===== src/design/btfp_pkg.sv =====
// ---------------------------------------------------------------------------
// btfp_pkg
// Types, codes and keyword tables shared by the boolean text field parser.
// ---------------------------------------------------------------------------
package btfp_pkg;

   // longest custom string or keyword that can match
   localparam int unsigned MAX_TEXT_BYTES = 8;
   localparam int unsigned KW_COUNT       = 16;
   localparam int unsigned CSR_IDX_W      = 3;
   localparam int unsigned CSR_DATA_W     = 64;

   // keywords that stand for true: 1 t true y yes on enable enabled
   localparam logic [KW_COUNT-1:0] KW_TRUE_SET = 16'h34CD;

   // configuration register indexes
   localparam logic [CSR_IDX_W-1:0] CSR_END_MODE     = 3'd0;
   localparam logic [CSR_IDX_W-1:0] CSR_FIELD_SEP    = 3'd1;
   localparam logic [CSR_IDX_W-1:0] CSR_TRUE_TEXT    = 3'd2;
   localparam logic [CSR_IDX_W-1:0] CSR_TRUE_LENGTH  = 3'd3;
   localparam logic [CSR_IDX_W-1:0] CSR_FALSE_TEXT   = 3'd4;
   localparam logic [CSR_IDX_W-1:0] CSR_FALSE_LENGTH = 3'd5;

   // terminator modes
   localparam logic [2:0] MODE_TAB_LF    = 3'd0;
   localparam logic [2:0] MODE_TAB_LF_CR = 3'd1;
   localparam logic [2:0] MODE_SEP_LF_CR = 3'd2;
   localparam logic [2:0] MODE_END_ONLY  = 3'd3;
   localparam logic [2:0] MODE_QUOTE     = 3'd4;

   // result status
   localparam logic [1:0] ST_PARSED    = 2'd0;
   localparam logic [1:0] ST_NOT_BOOL  = 2'd1;
   localparam logic [1:0] ST_END_EMPTY = 2'd2;

   // which matcher hit
   localparam logic [1:0] MB_TRUE    = 2'd0;
   localparam logic [1:0] MB_FALSE   = 2'd1;
   localparam logic [1:0] MB_KEYWORD = 2'd2;

   localparam logic [7:0] CH_TAB   = 8'h09;
   localparam logic [7:0] CH_LF    = 8'h0A;
   localparam logic [7:0] CH_CR    = 8'h0D;
   localparam logic [7:0] CH_QUOTE = 8'h27;
   localparam logic [7:0] CH_UP_A  = 8'h41;
   localparam logic [7:0] CH_UP_Z  = 8'h5A;
   localparam logic [7:0] CASE_OFS = 8'h20;

   // reset values of the configuration registers
   localparam logic [2:0]  RST_END_MODE     = MODE_TAB_LF;
   localparam logic [7:0]  RST_FIELD_SEP    = 8'h2C;
   localparam logic [63:0] RST_TRUE_TEXT    = 64'h0000_0000_6575_7274;
   localparam logic [3:0]  RST_TRUE_LENGTH  = 4'd4;
   localparam logic [63:0] RST_FALSE_TEXT   = 64'h0000_0065_736C_6166;
   localparam logic [3:0]  RST_FALSE_LENGTH = 4'd5;

   typedef struct packed {
      logic [2:0]  end_mode;
      logic [7:0]  field_separator;
      logic [63:0] true_text;
      logic [3:0]  true_length;
      logic [63:0] false_text;
      logic [3:0]  false_length;
   } cfg_type;

   typedef struct packed {
      logic [3:0]          field_length;
      logic                true_match;
      logic                false_match;
      logic [KW_COUNT-1:0] kw_cand;
   } field_state_type;

   typedef struct packed {
      logic       bool_value;
      logic [1:0] parse_status;
      logic [1:0] matched_by;
   } result_type;

   localparam field_state_type FIELD_CLEAR = '{
      field_length: 4'd0,
      true_match:   1'b1,
      false_match:  1'b1,
      kw_cand:      {KW_COUNT{1'b1}}
   };

   // keyword text, first character in the low byte
   function automatic logic [63:0] kw_text(input logic [3:0] k);
      logic [63:0] t;
      case (k)
         4'd0:    t = 64'h31;
         4'd1:    t = 64'h30;
         4'd2:    t = 64'h74;
         4'd3:    t = 64'h6575_7274;
         4'd4:    t = 64'h66;
         4'd5:    t = 64'h65_736C_6166;
         4'd6:    t = 64'h79;
         4'd7:    t = 64'h73_6579;
         4'd8:    t = 64'h6E;
         4'd9:    t = 64'h6F6E;
         4'd10:   t = 64'h6E6F;
         4'd11:   t = 64'h66_666F;
         4'd12:   t = 64'h656C_6261_6E65;
         4'd13:   t = 64'h64_656C_6261_6E65;
         4'd14:   t = 64'h65_6C62_6173_6964;
         default: t = 64'h6465_6C62_6173_6964;
      endcase
      return t;
   endfunction

   function automatic logic [3:0] kw_len(input logic [3:0] k);
      logic [3:0] n;
      case (k)
         4'd3:                    n = 4'd4;
         4'd5:                    n = 4'd5;
         4'd7, 4'd11:             n = 4'd3;
         4'd9, 4'd10:             n = 4'd2;
         4'd12:                   n = 4'd6;
         4'd13, 4'd14:            n = 4'd7;
         4'd15:                   n = 4'd8;
         default:                 n = 4'd1;
      endcase
      return n;
   endfunction

endpackage


===== src/design/boolean_text_field_parser_unit.sv =====
// ---------------------------------------------------------------------------
// boolean_text_field_parser_unit
// Parses delimited text fields to booleans, a byte per cycle unless stalled.
// ---------------------------------------------------------------------------
// Text bytes enter on the req_ channel (req_valid / req_stall), one byte or
// an end-of-input marker per transfer. Each terminator byte or end-of-input
// closes the current field and yields one transfer on the rsp_ channel with
// the value, a status and the matcher that hit; other bytes yield nothing.
// A byte is taken into an input register; when that register moves on, the
// byte's field update is done and any result is placed in the output
// register, from which it shows on rsp_valid.
// Throughput is one byte per cycle: the input register drains every cycle
// unless it holds a closing byte while the output register is full and
// stalled, and only then is req_stall raised.
// The user writes configuration on the csr_ port only while idle (unchecked).
// Synchronous reset restores the register defaults (tab/LF terminators,
// custom strings "true" and "false"), clears the field state and empties
// both registers. A stalled result holds its value until taken.
// ---------------------------------------------------------------------------
module boolean_text_field_parser_unit (
   input  logic                                 clock,
   input  logic                                 reset,
   input  logic                                 req_valid,
   output logic                                 req_stall,
   input  logic [7:0]                           req_text_byte,
   input  logic                                 req_end_of_input,
   output logic                                 rsp_valid,
   input  logic                                 rsp_stall,
   output logic                                 rsp_bool_value,
   output logic [1:0]                           rsp_parse_status,
   output logic [1:0]                           rsp_matched_by,
   input  logic                                 csr_write_enable,
   input  logic [btfp_pkg::CSR_IDX_W-1:0]       csr_index,
   input  logic [btfp_pkg::CSR_DATA_W-1:0]      csr_write_data
);

   btfp_pkg::cfg_type         cfg_ff, cfg_in;
   btfp_pkg::field_state_type field_ff, field_in, field_next;
   btfp_pkg::result_type      out_ff, out_in, close_res;

   logic       in_valid_ff, in_valid_in;
   logic [7:0] in_byte_ff, in_byte_in;
   logic       in_eoi_ff, in_eoi_in;
   logic       out_valid_ff, out_valid_in;
   logic       has_result;
   logic       s1_advance;
   logic       req_take;

   btfp_match u_match (
      .cfg          (cfg_ff),
      .cur          (field_ff),
      .text_byte    (in_byte_ff),
      .end_of_input (in_eoi_ff),
      .nxt          (field_next),
      .has_result   (has_result),
      .result       (close_res)
   );

   // the input stage moves on unless its result cannot be placed
   assign s1_advance = in_valid_ff && (!has_result || !out_valid_ff || !rsp_stall);
   assign req_stall  = in_valid_ff && !s1_advance;
   assign req_take   = req_valid && !req_stall;

   always_comb begin
      cfg_in = cfg_ff;
      if (csr_write_enable) begin
         unique case (csr_index)
            btfp_pkg::CSR_END_MODE:     cfg_in.end_mode        = csr_write_data[2:0];
            btfp_pkg::CSR_FIELD_SEP:    cfg_in.field_separator = csr_write_data[7:0];
            btfp_pkg::CSR_TRUE_TEXT:    cfg_in.true_text       = csr_write_data;
            btfp_pkg::CSR_TRUE_LENGTH:  cfg_in.true_length     = csr_write_data[3:0];
            btfp_pkg::CSR_FALSE_TEXT:   cfg_in.false_text      = csr_write_data;
            btfp_pkg::CSR_FALSE_LENGTH: cfg_in.false_length    = csr_write_data[3:0];
            default:                    cfg_in = cfg_ff;
         endcase
      end
   end

   always_comb begin
      in_valid_in = in_valid_ff && !s1_advance;
      in_byte_in  = in_byte_ff;
      in_eoi_in   = in_eoi_ff;
      if (req_take) begin
         in_valid_in = 1'b1;
         in_byte_in  = req_text_byte;
         in_eoi_in   = req_end_of_input;
      end
   end

   assign field_in = s1_advance ? field_next : field_ff;

   always_comb begin
      out_valid_in = out_valid_ff && rsp_stall;
      out_in       = out_ff;
      if (s1_advance && has_result) begin
         out_valid_in = 1'b1;
         out_in       = close_res;
      end
   end

   always_ff @(posedge clock) begin
      if (reset) begin
         cfg_ff.end_mode        <= btfp_pkg::RST_END_MODE;
         cfg_ff.field_separator <= btfp_pkg::RST_FIELD_SEP;
         cfg_ff.true_text       <= btfp_pkg::RST_TRUE_TEXT;
         cfg_ff.true_length     <= btfp_pkg::RST_TRUE_LENGTH;
         cfg_ff.false_text      <= btfp_pkg::RST_FALSE_TEXT;
         cfg_ff.false_length    <= btfp_pkg::RST_FALSE_LENGTH;
         field_ff               <= btfp_pkg::FIELD_CLEAR;
         in_valid_ff            <= 1'b0;
         out_valid_ff           <= 1'b0;
      end else begin
         cfg_ff       <= cfg_in;
         field_ff     <= field_in;
         in_valid_ff  <= in_valid_in;
         out_valid_ff <= out_valid_in;
      end
   end

   // payload registers
   always_ff @(posedge clock) begin
      in_byte_ff <= in_byte_in;
      in_eoi_ff  <= in_eoi_in;
      out_ff     <= out_in;
   end

   assign rsp_valid        = out_valid_ff;
   assign rsp_bool_value   = out_ff.bool_value;
   assign rsp_parse_status = out_ff.parse_status;
   assign rsp_matched_by   = out_ff.matched_by;

endmodule


===== src/design/btfp_match.sv =====
// ---------------------------------------------------------------------------
// btfp_match
// Per-byte field update and close evaluation of the boolean parser.
// ---------------------------------------------------------------------------
module btfp_match (
   input  btfp_pkg::cfg_type         cfg,
   input  btfp_pkg::field_state_type cur,
   input  logic [7:0]                text_byte,
   input  logic                      end_of_input,
   output btfp_pkg::field_state_type nxt,
   output logic                      has_result,
   output btfp_pkg::result_type      result
);

   localparam logic [3:0] MAX_LEN = 4'(btfp_pkg::MAX_TEXT_BYTES);

   logic                      is_term;
   logic [7:0]                lc;
   logic [2:0]                pos;
   logic                      pos_ok;
   btfp_pkg::result_type      close_res;
   btfp_pkg::field_state_type absorbed;
   logic [63:0]               kt;

   always_comb begin
      case (cfg.end_mode)
         btfp_pkg::MODE_TAB_LF:
            is_term = (text_byte == btfp_pkg::CH_TAB) || (text_byte == btfp_pkg::CH_LF);
         btfp_pkg::MODE_TAB_LF_CR:
            is_term = (text_byte == btfp_pkg::CH_TAB) || (text_byte == btfp_pkg::CH_LF) ||
                      (text_byte == btfp_pkg::CH_CR);
         btfp_pkg::MODE_SEP_LF_CR:
            is_term = (text_byte == cfg.field_separator) || (text_byte == btfp_pkg::CH_LF) ||
                      (text_byte == btfp_pkg::CH_CR);
         btfp_pkg::MODE_QUOTE:
            is_term = (text_byte == btfp_pkg::CH_QUOTE);
         default:
            is_term = 1'b0;
      endcase
   end

   assign lc     = (text_byte >= btfp_pkg::CH_UP_A && text_byte <= btfp_pkg::CH_UP_Z) ?
                   text_byte + btfp_pkg::CASE_OFS : text_byte;
   assign pos    = cur.field_length[2:0];
   assign pos_ok = cur.field_length < MAX_LEN;

   // matcher update for a byte that stays in the field
   always_comb begin
      absorbed = cur;
      absorbed.true_match  = cur.true_match && (cur.field_length < cfg.true_length) &&
                             pos_ok && (text_byte == cfg.true_text[8*pos +: 8]);
      absorbed.false_match = cur.false_match && (cur.field_length < cfg.false_length) &&
                             pos_ok && (text_byte == cfg.false_text[8*pos +: 8]);
      kt = '0;
      for (int k = 0; k < int'(btfp_pkg::KW_COUNT); k++) begin
         kt = btfp_pkg::kw_text(4'(k));
         if (!((cur.field_length < btfp_pkg::kw_len(4'(k))) && (lc == kt[8*pos +: 8]))) begin
            absorbed.kw_cand[k] = 1'b0;
         end
      end
      if (cur.field_length != 4'hF) begin
         absorbed.field_length = cur.field_length + 4'd1;
      end
   end

   // close evaluation, priority true, false, keyword
   always_comb begin
      close_res = '{bool_value: 1'b0, parse_status: btfp_pkg::ST_NOT_BOOL,
                    matched_by: btfp_pkg::MB_TRUE};
      for (int k = int'(btfp_pkg::KW_COUNT) - 1; k >= 0; k--) begin
         if (cur.kw_cand[k] && (btfp_pkg::kw_len(4'(k)) == cur.field_length)) begin
            close_res.bool_value   = btfp_pkg::KW_TRUE_SET[k];
            close_res.parse_status = btfp_pkg::ST_PARSED;
            close_res.matched_by   = btfp_pkg::MB_KEYWORD;
         end
      end
      if (cur.false_match && (cfg.false_length <= MAX_LEN) &&
          (cur.field_length == cfg.false_length)) begin
         close_res = '{bool_value: 1'b0, parse_status: btfp_pkg::ST_PARSED,
                       matched_by: btfp_pkg::MB_FALSE};
      end
      if (cur.true_match && (cfg.true_length <= MAX_LEN) &&
          (cur.field_length == cfg.true_length)) begin
         close_res = '{bool_value: 1'b1, parse_status: btfp_pkg::ST_PARSED,
                       matched_by: btfp_pkg::MB_TRUE};
      end
   end

   always_comb begin
      nxt        = absorbed;
      has_result = 1'b0;
      result     = close_res;
      if (end_of_input) begin
         nxt        = btfp_pkg::FIELD_CLEAR;
         has_result = 1'b1;
         if (cur.field_length == 4'd0) begin
            result = '{bool_value: 1'b0, parse_status: btfp_pkg::ST_END_EMPTY,
                       matched_by: btfp_pkg::MB_TRUE};
         end else if (cfg.end_mode == btfp_pkg::MODE_QUOTE) begin
            // only a quote closes a value in quote mode
            result = '{bool_value: 1'b0, parse_status: btfp_pkg::ST_NOT_BOOL,
                       matched_by: btfp_pkg::MB_TRUE};
         end
      end else if (is_term) begin
         nxt        = btfp_pkg::FIELD_CLEAR;
         has_result = 1'b1;
      end
   end

endmodule

===== config.mk =====
export PLATFORM = sky130hd
export DESIGN_NAME = boolean_text_field_parser_unit
export DESIGN_NICKNAME = d
export VERILOG_FILES = /design/src/design/btfp_pkg.sv /design/src/design/boolean_text_field_parser_unit.sv /design/src/design/btfp_match.sv
export SDC_FILE = /design/constraint.sdc
export NUM_CORES = 1
export LEC_CHECK = 0
export BUFFER_PORTS_ARGS = -buffer_cell sky130_fd_sc_hd__buf_2
export CORE_MARGIN = 2
export CORE_UTILIZATION = 60
export CTS_BUF_LIST = sky130_fd_sc_hd__clkbuf_16
export CTS_CLUSTER_DIAMETER = 200
export CTS_CLUSTER_SIZE = 28
export DETAILED_ROUTE_END_ITERATION = 10
export GPL_TIMING_DRIVEN = 0
export MAX_ROUTING_LAYER = met4
export PLACE_DENSITY = 0.8
export SYNTH_ARGS = -nofsm -noshare
export SYNTH_HDL_FRONTEND = slang
export SYNTH_HIERARCHICAL = 1
export SYNTH_SLANG_ARGS = --single-unit

===== constraint.sdc =====
create_clock -name clock -period 3.4 [get_ports clock]
set_clock_uncertainty 0.05 [all_clocks]
set_input_delay 0.51 -clock clock [delete_from_list [all_inputs] [get_ports clock]]
set_output_delay 0.51 -clock clock [all_outputs]
set_load 0.02 [all_outputs]

==> qor.yml <==
run_status:
  outcome: "finished with violations"
  failed_checks: "negative setup slack"
layout:
  final_cell_mix: "251 x nand2_1, 171 x dfxtp_1, 118 x a21oi_1"
  diodes: 0
  drive_gt1_share_pct: 16.4
  fin_nets: 1383
  fin_area_mm2: 0.0112
  final_common_cell: "nand2_1"
  syn2layout_area_growth_pct: 14.2
power_and_ir_drop:
  power_frac_seq_pct: 45.6
  power_leakage_nw: 4.26
  combPwrFrac_pct: 12.2
  peakVddDrop_uv: 379
  p_clk_share_pct: 42.2
  fin_total_pwr_mw: 5.05
  p_sw_share_pct: 28.2
  p_per_area_mw_per_mm2: 451
  power_switching_mw: 1.42
  intPower_mw: 3.63
hold_path:
  hp-start: "req_text_byte[2]"
  hold_class: "in2reg"
synthesis:
  synth_seq_cells: 185
  synth_fp_nets: 1280
  synth_area_leaders: "dfxtp_1 35%, nand2_1 9.6%, mux2i_1 6.6%"
  synth_ff_type: "dfxtp_1"
  ys_warn_count: 6
  yosys.cell_types.count: 78
  yosysSeqAreaShare_pct: 39.2
  synthCells: 1182
  synth_edf_count: 14
  synth.top_cell.area_share_pct: 34.9
  ys_async_sr_fraction_pct: 0
  synthesis.area_mm2: 0.00980
  avgSynthCellArea_um2: 8.29
  yosys.area.top_type: "dfxtp_1"
floorplanning:
  rows: 46
  die_y_um: 132
  die_area_mm2: 0.0174
  num_io_pins: 88
  start_util_pct: 61.5
  core_mm2: 0.0159
  die_w_um: 132
global_route:
  grt_pass1_vias: 9032
  grt_max_degree: 20
  grt-ovfl-total: 0
  grt.total_usage_pct: 38.4
  antenna_found_initial: 0
  grt_pass1_wl_um: 49900
timing:
  maxSlewViolCount: 0
  layout_setup_ws_ns: -0.0324
  min_period_ns: 3.43
  grt_setup_unrepaired: "true"
  worstMarginPinSlew_ns: 0.799
  setup_viol: 1
  fmax_mhz: 291
  timing.slew.headroom_pct: 46.7
  whs_ns: 0.187
  min_period_over_period_pct: 101
  fin_setup_tns_ns: -0.0324
  final_hold_viol_count: 0
placement:
  placed_cell_area_mm2: 0.0105
  hpwl_um: 23800
  pre_cts_ws_ns: -0.352
  portBuffers: 84
  globalplace.congestion: 1.02
setup_path:
  arrival_ns: 2.87
  worstPathRequired_ns: 2.84
  crit_fanout: 13
  r2r_start: "in_byte_ff[7]$_DFFE_PP_"
  critical_path.startpoint_type: "flip-flop"
  worstSetupStartpoint: "in_byte_ff[4]$_DFFE_PP_"
  cp-end-kind: "output port"
  critPathKind: "reg2out"
clock_tree:
  cts_inserted_buffers: 17
  clock_tree.buffer_depth: 2
  htree_levels: 4
  clkTransAtPathRegs_ns: 0.08
  clock_sinks: 185
  root_buffer: "clkbuf_16"
  clk_latency_ns: 0.45
  cts_tree: "done"
run:
  cap_violations: 0
detailed_routing:
  drt-vias-per-instance: 6.23
  drtIter0Drc: 974
  routed_wl_um: 32600
  dr.pass1.iters: 7
  dr_total_vias: 9432
  antenna_left: 0
  drc: 0
  wire_per_inst_um: 21.5
-- worst max-delay path, cell delays in order, from the launching register on --
cell and delay, ns:
edfxtp_1 0.40, buf_2 0.24, nand2b_1 0.23, a2111oi_1 0.35
a21oi_1 0.20, o21a_4 0.30, inv_4 0.11, buf_8 0.17
nand4_1 0.13, inv_1 0.12, buf_2 0.17
-- path summary, 6_finish.rpt --
check | endpoint | slack [ns] | cells after the start
worst max register to register | rsp_parse_status[1]$_DFFE_PP_ | 0.13 | 11
worst max-delay path | req_stall | -0.03 | 10
worst min register to register | cfg_ff[103]$_SDFFE_PP0P_ | 0.40 | 2
worst min-delay path | in_byte_ff[2]$_DFFE_PP_ | 0.19 | 1
-- power by group through the flow --
stage / sequential, mW / combinational, mW / clock (mW)
floorplan: 2.34 / 0.384 / 0
global placement: 2.35 / 0.578 / 0
detailed placement: 2.35 / 0.584 / 0
CTS: 2.30 / 0.595 / 2.13
global route: 2.31 / 0.657 / 2.22
finish: 2.30 / 0.616 / 2.13
-- what timing repair did --
action	4_1_cts	5_1_grt
endpoints found under the setup margin	27	21
gates resized for setup	13	7
pin swaps	0	0
buffers inserted	2	0
cloned	0	0
hold buffers	0	0
-- sequential cells by signal, summed over array words and instances (netlist names) --
signal,count
cfg_ff,147
field_ff,22
in_byte_ff,8
rsp_matched_by,2
rsp_parse_status,2
in_eoi_ff,1
in_valid_ff,1
rsp_bool_value,1
rsp_valid,1
-- cell type report --
class	instances	area, um2
Multi-Input combinational cell	879	5450
Tap cell	216	270
Clock buffer	17	425
Sequential cell	185	3840
Buffer	93	468
Clock inverter	15	208
Fill cell	1292	4740
Timing Repair Buffer	86	435
Inverter	23	100
-- Yosys cell counts, types with 5 or more instances --
library cell and count:
xor2_1 10, xnor2_1 34, nand3b_1 22, a21oi_1 118, a31o_1 5, nand2_1 251, nand4_1 7, dfxtp_1 171
mux2i_1 65, o21ai_1 10, nand3_1 19, ha_1 17, nand2b_1 12, a211o_1 8, buf_2 34, mux4_2 11
buf_1 10, a31oi_1 6, nor2b_1 12, clkbuf_1 38, nor2_1 95, mux2_2 8, a22oi_1 12, nor3_1 44
inv_1 20, buf_4 10, edfxtp_1 14, o21ai_0 17, and3_1 7
-- metal layers --
metal  track usage (%)  up-vias  part of all wire, %
met1              45.1     4398                   38
met5                 -        -                    0
met2              62.7      563                   47
met4              21.4        0                  6.3
met3              6.65      157                  8.6
li1                  -     4314                    -
-- cells by family after synthesis --
logic type,after synthesis,share of synthesized area (%)
XOR/XNOR,44,3.93
multiplexers,88,10.5
AO/OA/AOI/OAI,230,15.2
adder cells (fa/ha/maj),17,2.17
AND/OR/NAND/NOR,500,23.4
flip-flops,185,39.2
buffers and inverters,118,5.54
-- through the flow --
stage               util, %  instances
floorplan                 -       1182
global placement       65.8       1482
CTS                    70.1       1515
finish                 70.2       1514
global route           70.2       1514
detailed placement     65.8       1482
Power figures use the tool's default switching activity.
